[src/rtl/multiword_by_word_division_defines.svh]
// assertion macros for the multiword divider
`ifndef MULTIWORD_BY_WORD_DIVISION_DEFINES_SVH
`define MULTIWORD_BY_WORD_DIVISION_DEFINES_SVH

`ifndef ASSERT_OFF
`define MWDIV_ASSERT_SAME(lbl, ante, cons, msg) \
    lbl: assert property (@(posedge i_clk) disable iff (!i_rst_n) (ante) |-> (cons)) \
        else $error(msg);
`define MWDIV_ASSERT_NEXT(lbl, ante, cons, msg) \
    lbl: assert property (@(posedge i_clk) disable iff (!i_rst_n) (ante) |=> (cons)) \
        else $error(msg);
`else
`define MWDIV_ASSERT_SAME(lbl, ante, cons, msg)
`define MWDIV_ASSERT_NEXT(lbl, ante, cons, msg)
`endif

`endif

[src/rtl/mwdiv_pkg.sv]
`default_nettype none

package mwdiv_pkg;

    localparam int LIMB_BITS = 64;
    localparam int WORD_BITS = 64;
    localparam int CNT_W     = $clog2(LIMB_BITS + 1);

    typedef enum logic [1:0] {
        S_IDLE,
        S_RUN,
        S_DONE
    } t_state;

    typedef struct packed {
        logic start;
    } t_div_ctrl;

    typedef struct packed {
        logic busy;
        logic done;
    } t_div_stat;

endpackage

`default_nettype wire

[src/rtl/multiword_by_word_division.sv]
`default_nettype none
`include "multiword_by_word_division_defines.svh"

// channel   handshake                  payload
// in        i_in_valid / o_in_ready    i_limb, i_dividend_negative, i_last_limb
// out       o_out_valid / i_out_ready  o_quotient_limb, o_remainder,
//                                      o_quotient_negative, o_is_last,
//                                      o_divide_by_zero
// cfg       i_cfg_we                   i_cfg_wdata
//
// a limb is loaded into the unit on transfer, and the unit then makes one quotient
// bit per cycle in the shared restoring unit; the result then passes through the
// done state into the result register. a zero divisor skips the unit.
// the next limb is taken once the current one has left the unit, while the
// result may still wait in the output register; a stalled output holds the
// finished limb in the done state. synchronous active-low reset.

module multiword_by_word_division
    import mwdiv_pkg::*;
(
    input  wire logic                  i_clk,
    input  wire logic                  i_rst_n,
    input  wire logic                  i_in_valid,
    output logic                       o_in_ready,
    input  wire logic [63:0]           i_limb,
    input  wire logic                  i_dividend_negative,
    input  wire logic                  i_last_limb,
    input  wire logic                  i_cfg_we,
    input  wire logic signed [63:0]    i_cfg_wdata,
    output logic                       o_out_valid,
    input  wire logic                  i_out_ready,
    output logic [63:0]                o_quotient_limb,
    output logic signed [63:0]         o_remainder,
    output logic                       o_quotient_negative,
    output logic                       o_is_last,
    output logic                       o_divide_by_zero
);

    t_state               r_state, n_state;
    t_div_ctrl            div_ctrl;
    t_div_stat            div_stat;
    logic [LIMB_BITS-1:0] div_q;
    logic [WORD_BITS-1:0] div_rem;

    logic [WORD_BITS-1:0] r_mag;
    logic                 r_dsr_neg;
    logic [WORD_BITS-1:0] r_part_rem;
    logic                 r_seen;
    logic                 r_dvd_neg;
    logic                 r_last;
    logic                 r_dbz;

    logic                 r_out_valid;
    logic [63:0]          r_q_out;
    logic signed [63:0]   r_rem_out;
    logic                 r_qneg_out;
    logic                 r_last_out;
    logic                 r_dbz_out;

    logic                 in_xfer;
    logic                 slot_free;
    logic                 out_load;
    logic                 mag_zero;
    logic                 seen_next;
    logic [WORD_BITS-1:0] rem_signed;

    mwdiv_unit u_unit (
        .i_clk   (i_clk),
        .i_rst_n (i_rst_n),
        .i_ctrl  (div_ctrl),
        .i_limb  (i_limb[LIMB_BITS-1:0]),
        .i_mag   (r_mag),
        .i_rem   (r_part_rem),
        .o_stat  (div_stat),
        .o_q     (div_q),
        .o_rem   (div_rem)
    );

    assign mag_zero  = (r_mag == '0);
    assign slot_free = !r_out_valid || i_out_ready;
    assign in_xfer   = i_in_valid && o_in_ready;

    // next state
    always_comb begin
        n_state = r_state;
        unique case (r_state)
            S_IDLE: begin
                if (in_xfer) begin
                    n_state = mag_zero ? S_DONE : S_RUN;
                end
            end
            S_RUN: begin
                if (div_stat.done) begin
                    n_state = S_DONE;
                end
            end
            S_DONE: begin
                if (slot_free) begin
                    n_state = S_IDLE;
                end
            end
            default: n_state = S_IDLE;
        endcase
    end

    // sequencer outputs
    always_comb begin
        o_in_ready     = 1'b0;
        div_ctrl.start = 1'b0;
        out_load       = 1'b0;
        unique case (r_state)
            S_IDLE: begin
                o_in_ready     = 1'b1;
                div_ctrl.start = i_in_valid && !mag_zero;
            end
            S_RUN:  ;
            S_DONE: out_load = slot_free;
            default: ;
        endcase
    end

    assign seen_next  = r_seen || (div_q != '0);
    assign rem_signed = r_dvd_neg ? (WORD_BITS'(0) - div_rem) : div_rem;

    always_ff @(posedge i_clk) begin
        if (!i_rst_n) begin
            r_state     <= S_IDLE;
            r_mag       <= WORD_BITS'(1);
            r_dsr_neg   <= 1'b0;
            r_part_rem  <= '0;
            r_seen      <= 1'b0;
            r_out_valid <= 1'b0;
        end else begin
            r_state <= n_state;
            if (out_load) begin
                r_out_valid <= 1'b1;
            end else if (i_out_ready) begin
                r_out_valid <= 1'b0;
            end
            if (i_cfg_we) begin
                r_dsr_neg  <= i_cfg_wdata[63];
                r_mag      <= i_cfg_wdata[63] ? (64'd0 - i_cfg_wdata) : i_cfg_wdata;
                r_part_rem <= '0;
                r_seen     <= 1'b0;
            end else if (out_load) begin
                if (r_last) begin
                    r_part_rem <= '0;
                    r_seen     <= 1'b0;
                end else if (!r_dbz) begin
                    r_part_rem <= div_rem;
                    r_seen     <= seen_next;
                end
            end
        end
    end

    // item fields and result register
    always_ff @(posedge i_clk) begin
        if (in_xfer) begin
            r_dvd_neg <= i_dividend_negative;
            r_last    <= i_last_limb;
            r_dbz     <= mag_zero;
        end
        if (out_load) begin
            r_last_out <= r_last;
            r_dbz_out  <= r_dbz;
            if (r_dbz) begin
                r_q_out    <= '0;
                r_rem_out  <= '0;
                r_qneg_out <= 1'b0;
            end else begin
                r_q_out    <= 64'(div_q);
                r_rem_out  <= r_last ? rem_signed : '0;
                r_qneg_out <= r_last && seen_next && (r_dvd_neg != r_dsr_neg);
            end
        end
    end

    assign o_out_valid         = r_out_valid;
    assign o_quotient_limb     = r_q_out;
    assign o_remainder         = r_rem_out;
    assign o_quotient_negative = r_qneg_out;
    assign o_is_last           = r_last_out;
    assign o_divide_by_zero    = r_dbz_out;

    `MWDIV_ASSERT_SAME(a_busy_not_ready, div_stat.busy, !o_in_ready, "ready while unit busy")
    `MWDIV_ASSERT_NEXT(a_xfer_then_busy, in_xfer, !o_in_ready, "ready right after transfer")
    `MWDIV_ASSERT_SAME(a_rem_lt, r_state == S_DONE && !r_dbz, div_rem < r_mag, "rem >= divisor")
    `MWDIV_ASSERT_SAME(a_mid_rem, o_out_valid && !o_is_last, o_remainder == '0, "inner remainder")

endmodule

`default_nettype wire

[src/rtl/mwdiv_unit.sv]
`default_nettype none

module mwdiv_unit
    import mwdiv_pkg::*;
(
    input  wire logic                 i_clk,
    input  wire logic                 i_rst_n,
    input  wire t_div_ctrl            i_ctrl,
    input  wire logic [LIMB_BITS-1:0] i_limb,
    input  wire logic [WORD_BITS-1:0] i_mag,
    input  wire logic [WORD_BITS-1:0] i_rem,
    output t_div_stat                 o_stat,
    output logic [LIMB_BITS-1:0]      o_q,
    output logic [WORD_BITS-1:0]      o_rem
);

    logic                 r_busy, n_busy;
    logic                 r_done, n_done;
    logic [CNT_W-1:0]     r_cnt, n_cnt;
    logic [WORD_BITS-1:0] r_rem, n_rem;
    logic [LIMB_BITS-1:0] r_limb, n_limb;
    logic [LIMB_BITS-1:0] r_q, n_q;

    logic [WORD_BITS:0]   trial;
    logic [WORD_BITS:0]   diff;
    logic                 ge;

    // one restoring step per cycle
    always_comb begin
        trial = {r_rem, r_limb[LIMB_BITS-1]};
        diff  = trial - {1'b0, i_mag};
        ge    = (trial >= {1'b0, i_mag});
    end

    always_comb begin
        n_busy = r_busy;
        n_done = 1'b0;
        n_cnt  = r_cnt;
        n_rem  = r_rem;
        n_limb = r_limb;
        n_q    = r_q;
        if (i_ctrl.start) begin
            n_busy = 1'b1;
            n_cnt  = CNT_W'(LIMB_BITS);
            n_rem  = i_rem;
            n_limb = i_limb;
            n_q    = '0;
        end else if (r_busy) begin
            n_rem  = ge ? diff[WORD_BITS-1:0] : trial[WORD_BITS-1:0];
            n_limb = {r_limb[LIMB_BITS-2:0], 1'b0};
            n_q    = {r_q[LIMB_BITS-2:0], ge};
            n_cnt  = r_cnt - CNT_W'(1);
            if (r_cnt == CNT_W'(1)) begin
                n_busy = 1'b0;
                n_done = 1'b1;
            end
        end
    end

    always_ff @(posedge i_clk) begin
        if (!i_rst_n) begin
            r_busy <= 1'b0;
            r_done <= 1'b0;
            r_cnt  <= '0;
        end else begin
            r_busy <= n_busy;
            r_done <= n_done;
            r_cnt  <= n_cnt;
        end
    end

    always_ff @(posedge i_clk) begin
        r_rem  <= n_rem;
        r_limb <= n_limb;
        r_q    <= n_q;
    end

    assign o_stat.busy = r_busy;
    assign o_stat.done = r_done;
    assign o_q         = r_q;
    assign o_rem       = r_rem;

endmodule

`default_nettype wire

[config.mk]
export PLATFORM = sky130hd
export DESIGN_NAME = multiword_by_word_division
export DESIGN_NICKNAME = d
export VERILOG_FILES = /design/src/rtl/mwdiv_pkg.sv /design/src/rtl/multiword_by_word_division.sv /design/src/rtl/mwdiv_unit.sv
export VERILOG_INCLUDE_DIRS = /design/src /design/src/rtl
export SDC_FILE = /design/constraint.sdc
export NUM_CORES = 1
export LEC_CHECK = 0
export BUFFER_PORTS_ARGS = -buffer_cell sky130_fd_sc_hd__buf_2
export CAP_MARGIN = 0
export CORE_MARGIN = 2
export CORE_UTILIZATION = 42
export CTS_CLUSTER_SIZE = 30
export DETAILED_ROUTE_END_ITERATION = 10
export PLACE_DENSITY_LB_ADDON = 0.2
export SLEW_MARGIN = 0
export SYNTH_ARGS = -nofsm -noshare
export SYNTH_HDL_FRONTEND = slang
export SYNTH_SLANG_ARGS = --single-unit
[constraint.sdc]
create_clock -name i_clk -period 22.9 [get_ports i_clk]
set_input_delay 2.29 -clock i_clk [delete_from_list [all_inputs] [get_ports i_clk]]
set_output_delay 2.29 -clock i_clk [all_outputs]
set_load 0.02 [all_outputs]
Word-level counts from Yosys, hierarchy flattened
Cells that the tools add are included.
Widths: inputs -> output; s select.
{"block": "word_totals", "register_bits": 468}
{"block": "classes", "n_addsub": 4, "magnitude_cmp": 1, "eq_ne": 8, "muxes": 27, "bitwise_logic": 3, "reduce_logical": 19}
{"cell": "$mux 64", "count": 9}
{"cell": "$sub 1x64->64 const A", "count": 2}
{"cell": "$ge 65x64->1", "count": 1}
{"cell": "$logic_not 64->1", "count": 1}
{"cell": "$reduce_bool 64->1", "count": 1}
{"cell": "$sub 64x64->64", "count": 1}
{"cell": "$mux 7", "count": 2}
{"cell": "$mux 1", "count": 11}
{"cell": "$mux 2", "count": 4}
{"cell": "$eq 7x1->1 const B", "count": 1}
{"cell": "$sub 7x1->7 const B", "count": 1}
{"cell": "$ne 2x2->1 const B", "count": 3}
{"cell": "$pmux 2 s3", "count": 1}
{"cell": "$reduce_or 2->1", "count": 3}
{"cell": "$logic_and 1x1->1", "count": 4}
{"cell": "$reduce_bool 2->1", "count": 2}
{"cell": "$not 1->1", "count": 3}
{"cell": "$reduce_and 3->1", "count": 1}
{"cell": "$reduce_or 3->1", "count": 1}
{"cell": "$eq 2x1->1 const B", "count": 1}
{"cell": "$eq 2x2->1 const B", "count": 1}
{"cell": "$logic_not 1->1", "count": 2}
{"cell": "$logic_not 2->1", "count": 1}
{"cell": "$logic_or 1x1->1", "count": 2}
{"cell": "3 further kinds", "count": 3}

Depth between registers and ports, before layout
Gate-level depths: netlist of the first run.
{"block": "logic_depth", "ltp_word": 5, "mapped_depth": 15, "depth_no_buf": 13}

Cells and area by module
From an unflattened synthesis of the first run, not the netlist that was laid out.
{"block": "hier_totals", "hier_cells": 2617, "area_unflattened_um2": 25361.8}
{"module": "mwdiv_unit", "instances": 1, "cells_each": 1360, "area_each_um2": 12838.6}
{"module": "multiword_by_word_division", "instances": 1, "cells_each": 1257, "area_each_um2": 12523.3}

Worst setup path before layout of the first run
No wires, ideal clock.
{"block": "synth_path", "kind": "input to register", "start": "input port i_out_ready", "end": "register r_part_rem[10]", "arrival_ns": 9.838, "required_time_ns": 22.835, "setup_slack_ns": 12.997, "path_stages": 8, "cell_sequence": "nand2b_1 nor2b_1 o21ai_1 clkbuf_1 clkbuf_1 nor3b_1 a21oi_1 nor2_1"}
{"block": "synth_via", "elab_chain_len": 3}
{"element": "start: declaration", "line": "multiword_by_word_division.sv:31", "source": "input wire logic i_out_ready,"}
{"element": "$logic_or 1x1->1", "line": "multiword_by_word_division.sv:80", "source": "assign slot_free = !r_out_valid || i_out_ready;"}
{"element": "$mux 1", "line": "multiword_by_word_division.sv:111", "source": "unique case (r_state)"}
{"element": "net out_load", "line": "multiword_by_word_division.sv:62", "source": "logic out_load;"}
{"element": "$reduce_and 2->1 (no source line)"}
{"element": "end signal: assignment", "line": "multiword_by_word_division.sv:150", "source": "r_part_rem <= div_rem;"}
{"element": "end: declaration", "line": "multiword_by_word_division.sv:47", "source": "logic [WORD_BITS-1:0] r_part_rem;"}
The timed path passes the listed nets, and every way through them passes these cells.
A chain may end at the register's enable or synchronous reset.

Worst setup path after layout of the first run
{"block": "layout_path", "start": "input port i_cfg_wdata[14]", "end": "register r_mag[57]"}
{"block": "layout_via", "elab_chain_len": 2}
{"element": "start: declaration", "line": "multiword_by_word_division.sv:29", "source": "input wire logic signed [63:0] i_cfg_wdata,"}
{"element": "$sub 1x64->64", "line": "multiword_by_word_division.sv:142", "source": "r_mag <= i_cfg_wdata[63] ? (64'd0 - i_cfg_wdata) : i_cfg_wdata;"}
{"element": "$mux 64", "line": "multiword_by_word_division.sv:142"}
{"element": "end signal: assignment", "line": "multiword_by_word_division.sv:142"}
{"element": "end: declaration", "line": "multiword_by_word_division.sv:45", "source": "logic [WORD_BITS-1:0] r_mag;"}
Every way passes these cells.

==> flow_metrics.tcl, run 1 <==
set metrics [dict create \
    initial_utilization 0.424 \
    track_usage 0.217 \
    crit_fanout 8 \
    portBuffers 267 \
    criticalPathCategory "input pin to flip-flop" \
    clock_sinks 468 \
    status "finished clean" \
    pre_cts_slack_ps 17210 \
    synth_flop_cell "edfxtp_1" \
    fin_tns_setup_ps 0 \
    switchingPower_mw 1.06 \
    fin_worst_skew_ps 22.7 \
    timing.fmax_mhz 197 \
    r2r_cells 8 \
    postCtsHoldBufs 0 \
    root_buffer "clkbuf_16" \
    cp-end-kind "flip-flop" \
    syn_to_final_growth_pct 14.6 \
    avgSynthCellArea_um2 9.21 \
    maxCapViolations 0 \
    syn_nets 2914 \
    synthesis.area_mm2 0.0250 \
    via_count 20400 \
    p_comb_frac 0.328 \
    setup-violations-final 0 \
    ctsResizeCount 0 \
    setup_slack_ps 17830 \
    cp.arrival_ps 5550 \
    intPower_mw 1.86 \
    yosysUniqueCellTypes 72 \
    p_sw_frac 0.364 \
    clock_latency_ps 600 \
    seqPwrFrac 0.383 \
    cp-start-kind "input pin" \
    ir_drop_mv 0.0639 \
    period_share 0.221 \
    cts_buffers 51 \
    cts_tree "done" \
    drive_gt1_frac 0.139 \
    pin_count 268 \
    tightest_slew_ps 1170 \
    diodes 0 \
    drtAntennaViolNets 0 \
    wire_per_inst_um 18.5 \
    hold_depth 2 \
    yosysWarnings 0 \
    place_congestion 0.923 \
    drc 0 \
    yosys-top-cells-count "nand2_1 (426), nor2_1 (312), edfxtp_1 (262)" \
    die_h_um 248 \
    cts_setup_buffers 0 \
    die_x_um 248 \
    row_count 89 \
    synthArstFlopShare 0 \
    clockBufferDepth 3 \
    dp_hpwl_um 49700 \
    yosys-top-cells-area "edfxtp_1 (32%), dfxtp_1 (17%), nand2_1 (6.4%)" \
    clkTransAtPathRegs_ps 60 \
    grt_pass1_wl_um 106000 \
    fill_cells 5614 \
    slew_headroom 0.219 \
    synthCells 2710 \
    ys_ff_latch 468 \
    p_leak_nw 11.4 \
    hold_violations 0 \
    seq_area_frac_synth 0.480 \
    hold_path.class "flip-flop to flip-flop" \
    core-area_mm2 0.0589 \
    clkPwrFrac 0.289 \
    synth-edff-count 262 \
    power.density_mw_per_mm2 102 \
    r2r_slack_ps 18240 \
    die_area_mm2 0.0614 \
    yosysMostFrequentCell "nand2_1" \
    via_per_inst 5.53 \
    synth_top_area_cell "edfxtp_1" \
    final-max-slew-violation-count 0 \
    gr-total-overflow 0 \
    yosysTopAreaCellShare 0.315 \
    final_nets 3089 \
    cts-htree-levels 2 \
    drt_iter0_drc 1412 \
    grt_pass1_vias 18800 \
    dr.pass1.iters 5 \
    wirelength_um 68400 \
    period_needed_ps 5070 \
    grt_max_degree 102 \
    grt_antenna_before_repair 3 \
    worstPathRequired_ps 23380 \
    rsz0062_at_grt "false" \
]
==> worst max-delay path: stages <==
cell and delay, ps:
buf_2 120, or4_4 550, or4_4 460, nor4_2 410, nand4_1 430, or3_4 480
nor4b_4 350, a211oi_1 130, a311o_1 320
==> layer usage <==
metal / vias to the layer above / GRT usage / wire length (µm)
li1: 9999 / - / -
met1: 9749 / 0.324 / 32300
met2: 607 / 0.326 / 29700
met3: 92 / 0.0303 / 4580
met4: 2 / 0.0641 / 1800
met5: - / 0 / 13
==> placed cells by master (no fill, tap or decap), types with 9 or more instances in the layout <==
cell         n
nand2_1    425
nor2_1     312
buf_2      267
edfxtp_1   262
dfxtp_1    205
a21oi_1    163
xor2_1     136
o21ai_0     92
inv_1       84
nor2b_1     76
mux2i_1     69
nor3b_1     68
ha_1        68
a31oi_1     57
clkbuf_16   53
nor4_1      49
xnor2_1     45
nand4_1     38
o31ai_1     37
o211a_1     32
o22ai_1     27
or3_1       25
nand3_1     25
nor3_1      24
buf_4       19
nand2b_1    18
a21o_1      18
or4_1       17
o41ai_1     16
and3_1      15
a211oi_1    13
o21a_1      12
o21bai_1    12
clkinv_2    12
and2_1      10
o211ai_1     9
==> worst paths after layout <==
check                                            startpoint                           end
worst min register to register  r_part_rem[58]$_SDFFE_PP0P_   r_part_rem[58]$_SDFFE_PP0P_
worst max register to register       r_mag[19]$_SDFFE_PN0P_  u_unit.r_cnt[1]$_SDFFE_PP0P_
worst min-delay path            r_part_rem[58]$_SDFFE_PP0P_   r_part_rem[58]$_SDFFE_PP0P_
worst max-delay path                        i_cfg_wdata[14]        r_mag[57]$_SDFFE_PN0P_
==> registers in the layout (all words and copies together), names as in the netlist, 2 cells and up <==
signal and cells:
o_remainder 64, u_unit.o_q 64, r_part_rem 64, u_unit.r_cnt 7, o_quotient_limb 64, r_mag 64, u_unit.r_limb 64, r_state 2
u_unit.o_rem 64
==> power groups by stage <==
stage          registers, mW  clock network (mW)  logic [mW]
6_report                1.12               0.846       0.959
5_1_grt                 1.13               0.901        1.06
4_1_cts                 1.11               0.865       0.950
3_5_place_dp            1.13                   0       0.946
3_3_place_gp            1.13                   0       0.935
2_1_floorplan           1.07                   0       0.720
==> area by class of cell <==
type                            count  area (µm²)  area share
Multi-Input combinational cell   1994       12100       0.423
Sequential cell                   468       12000       0.420
Timing Repair Buffer              286        1480      0.0517
Clock buffer                       63        1420      0.0498
Tap cell                          773         967      0.0338
Clock inverter                     32         318      0.0111
Inverter                           84         315      0.0110
==> logic make-up after synthesis <==
family | synth area share
XOR/XNOR | 0.0635
AND/OR/NAND/NOR | 0.219
flip-flops | 0.480
multiplexers | 0.0281
buffers and inverters | 0.0373
AO/OA/AOI/OAI | 0.137
adder cells (fa/ha/maj) | 0.0349
==> through the flow <==
step / power, mW / area, µm² / utilization / hold WS (ps) / instances
after CTS: 2.93 / 28600 / 0.485 / 492 / 3700
final: 2.92 / 28600 / 0.485 / 489 / 3700
after global placement: 2.06 / 26900 / 0.456 / 468 / 3605
after detailed placement: 2.08 / 26900 / 0.456 / 476 / 3605
after floorplan: 1.79 / 25000 / - / 448 / 2710
after global routing: 3.09 / 28600 / 0.485 / 512 / 3700
Power figures use the tool's default switching activity.
==> run 2: changes to the inputs <==
clock period = 4.7 ns   (was 22.9 ns; I/O delays follow)
==> flow_metrics.tcl, run 2 (same netlist as run 1, synthesis figures left out) <==
set metrics [dict create \
    status "finished clean" \
    crit_fanout 30 \
    cts-htree-levels 2 \
    grt_pass1_wl_um 108000 \
    dr.pass1.iters 5 \
    finish.utilization 0.488 \
    p_leak_nw 11.4 \
    die_h_um 248 \
    pin_count 268 \
    cts_setup_buffers 0 \
    grt_antenna_before_repair 1 \
    wire_per_inst_um 19.0 \
    drt_iter0_drc 1755 \
    p_comb_frac 0.338 \
    fin_worst_skew_ps 26.4 \
    die_x_um 248 \
    portBuffers 267 \
    fin_tns_setup_ps 0 \
    via_per_inst 5.56 \
    maxCapViolations 0 \
    setup_slack_ps 314 \
    slew_headroom 0.203 \
    via_count 20700 \
    period_share 0.933 \
    final_common_cell "nand2_1" \
    ctsResizeCount 0 \
    final_area_mm2 0.0287 \
    hold_path.class "input pin to flip-flop" \
    cp-end-kind "flip-flop" \
    final_cell_mix "nand2_1 (425), nor2_1 (312), buf_2 (267), edfxtp_1 (262), dfxtp_1 (205)" \
    fill_cells 5582 \
    die_area_mm2 0.0614 \
    period_needed_ps 4390 \
    final_nets 3107 \
    clock_latency_ps 600 \
    ir_drop_mv 0.351 \
    cp.arrival_ps 4800 \
    setup-violations-final 0 \
    criticalPathCategory "flip-flop to flip-flop" \
    grt_pass1_vias 19100 \
    dpl_cell_area_mm2 0.0270 \
    power.density_mw_per_mm2 498 \
    cts_buffers 51 \
    pre_cts_slack_ps 386 \
    switchingPower_mw 5.23 \
    drive_gt1_frac 0.143 \
    core-area_mm2 0.0589 \
    timing.fmax_mhz 228 \
    p_sw_frac 0.366 \
    place_congestion 0.943 \
    rsz0062_at_grt "false" \
    clkPwrFrac 0.283 \
    root_buffer "clkbuf_16" \
    tightest_slew_ps 1190 \
    cp-start-kind "flip-flop" \
    initial_utilization 0.424 \
    postCtsHoldBufs 0 \
    syn_to_final_growth_pct 15.1 \
    row_count 89 \
    cts_tree "done" \
    seqPwrFrac 0.378 \
    intPower_mw 9.07 \
    track_usage 0.223 \
    hold_violations 0 \
    drc 0 \
    grt_max_degree 92 \
    dp_hpwl_um 51900 \
    gr-total-overflow 0 \
    clockBufferDepth 3 \
    clock_sinks 468 \
    final-max-slew-violation-count 0 \
    drtAntennaViolNets 0 \
    wirelength_um 70500 \
    clkTransAtPathRegs_ps 60 \
    worstPathRequired_ps 5110 \
]
run 2: cell count changes in the layout (fill, tap and decap cells not counted), moves of 2 or more:
cell / delta
buf_12: +4
buf_4: +14
clkbuf_1: +7
clkbuf_8: -2
clkinv_1: -4
clkinvlp_4: +2
run 2: through the flow:
step / std cells / hold slack [ps] / total power [mW]
2_1_floorplan: 2710 / 448 / 8.71
3_3_place_gp: 3623 / 468 / 10.1
3_5_place_dp: 3623 / 478 / 10.2
4_1_cts: 3718 / 74.1 / 14.3
5_1_grt: 3718 / 80.7 / 15.1
6_report: 3719 / 99.9 / 14.3
run 2: final timing paths:
kind	startpoint	to	slack, ps	depth (start not counted)
max reg2reg	u_unit.o_rem[13]$_DFFE_PP_	u_unit.o_rem[42]$_DFFE_PP_	310	12
min	i_last_limb	r_last$_DFFE_PP_	100	1
min reg2reg	r_part_rem[14]$_SDFFE_PP0P_	r_part_rem[14]$_SDFFE_PP0P_	490	2
max	u_unit.o_rem[13]$_DFFE_PP_	u_unit.o_rem[42]$_DFFE_PP_	310	12
run 2: worst max-delay path, cell delays in order (launching register included):
cell       delay, ps
edfxtp_1         490
ha_1             480
a21oi_1          340
o211ai_1         140
a21boi_0         290
nor2b_1          130
o2111ai_1        300
nand3_1          240
o21ai_1          410
o31a_2           670
buf_4            410
nand2_1           90
a31oi_1          210
run 2: layer usage:
layer	routed length, µm	vias up	share of wire	GRT usage
li1	-	10000	-	-
met3	4780	96	0.068	0.0296
met1	33200	9844	0.47	0.330
met5	18	-	0.00026	0
met2	31000	717	0.44	0.343
met4	1490	2	0.021	0.0535
run 2: power groups by stage:
| stage | clock, mW | combinational, mW | sequential [mW] |
|---|---|---|---|
| 6_report | 4.05 | 4.83 | 5.41 |
| 5_1_grt | 4.30 | 5.33 | 5.46 |
| 4_1_cts | 4.14 | 4.76 | 5.39 |
| 3_5_place_dp | 0 | 4.74 | 5.47 |
| 3_3_place_gp | 0 | 4.70 | 5.44 |
| 2_1_floorplan | 0 | 3.51 | 5.20 |
run 2: final cells by class:
type	instances	area, µm²	share of cell area
multi-input combinational	1994	12100	0.421
sequential	468	12000	0.417
timing repair buffer	304	1660	0.0579
clock buffer	67	1400	0.0486
tap	773	967	0.0337
inverter	84	315	0.0110
clock inverter	28	304	0.0106
antenna	1	2.50	0.0000871
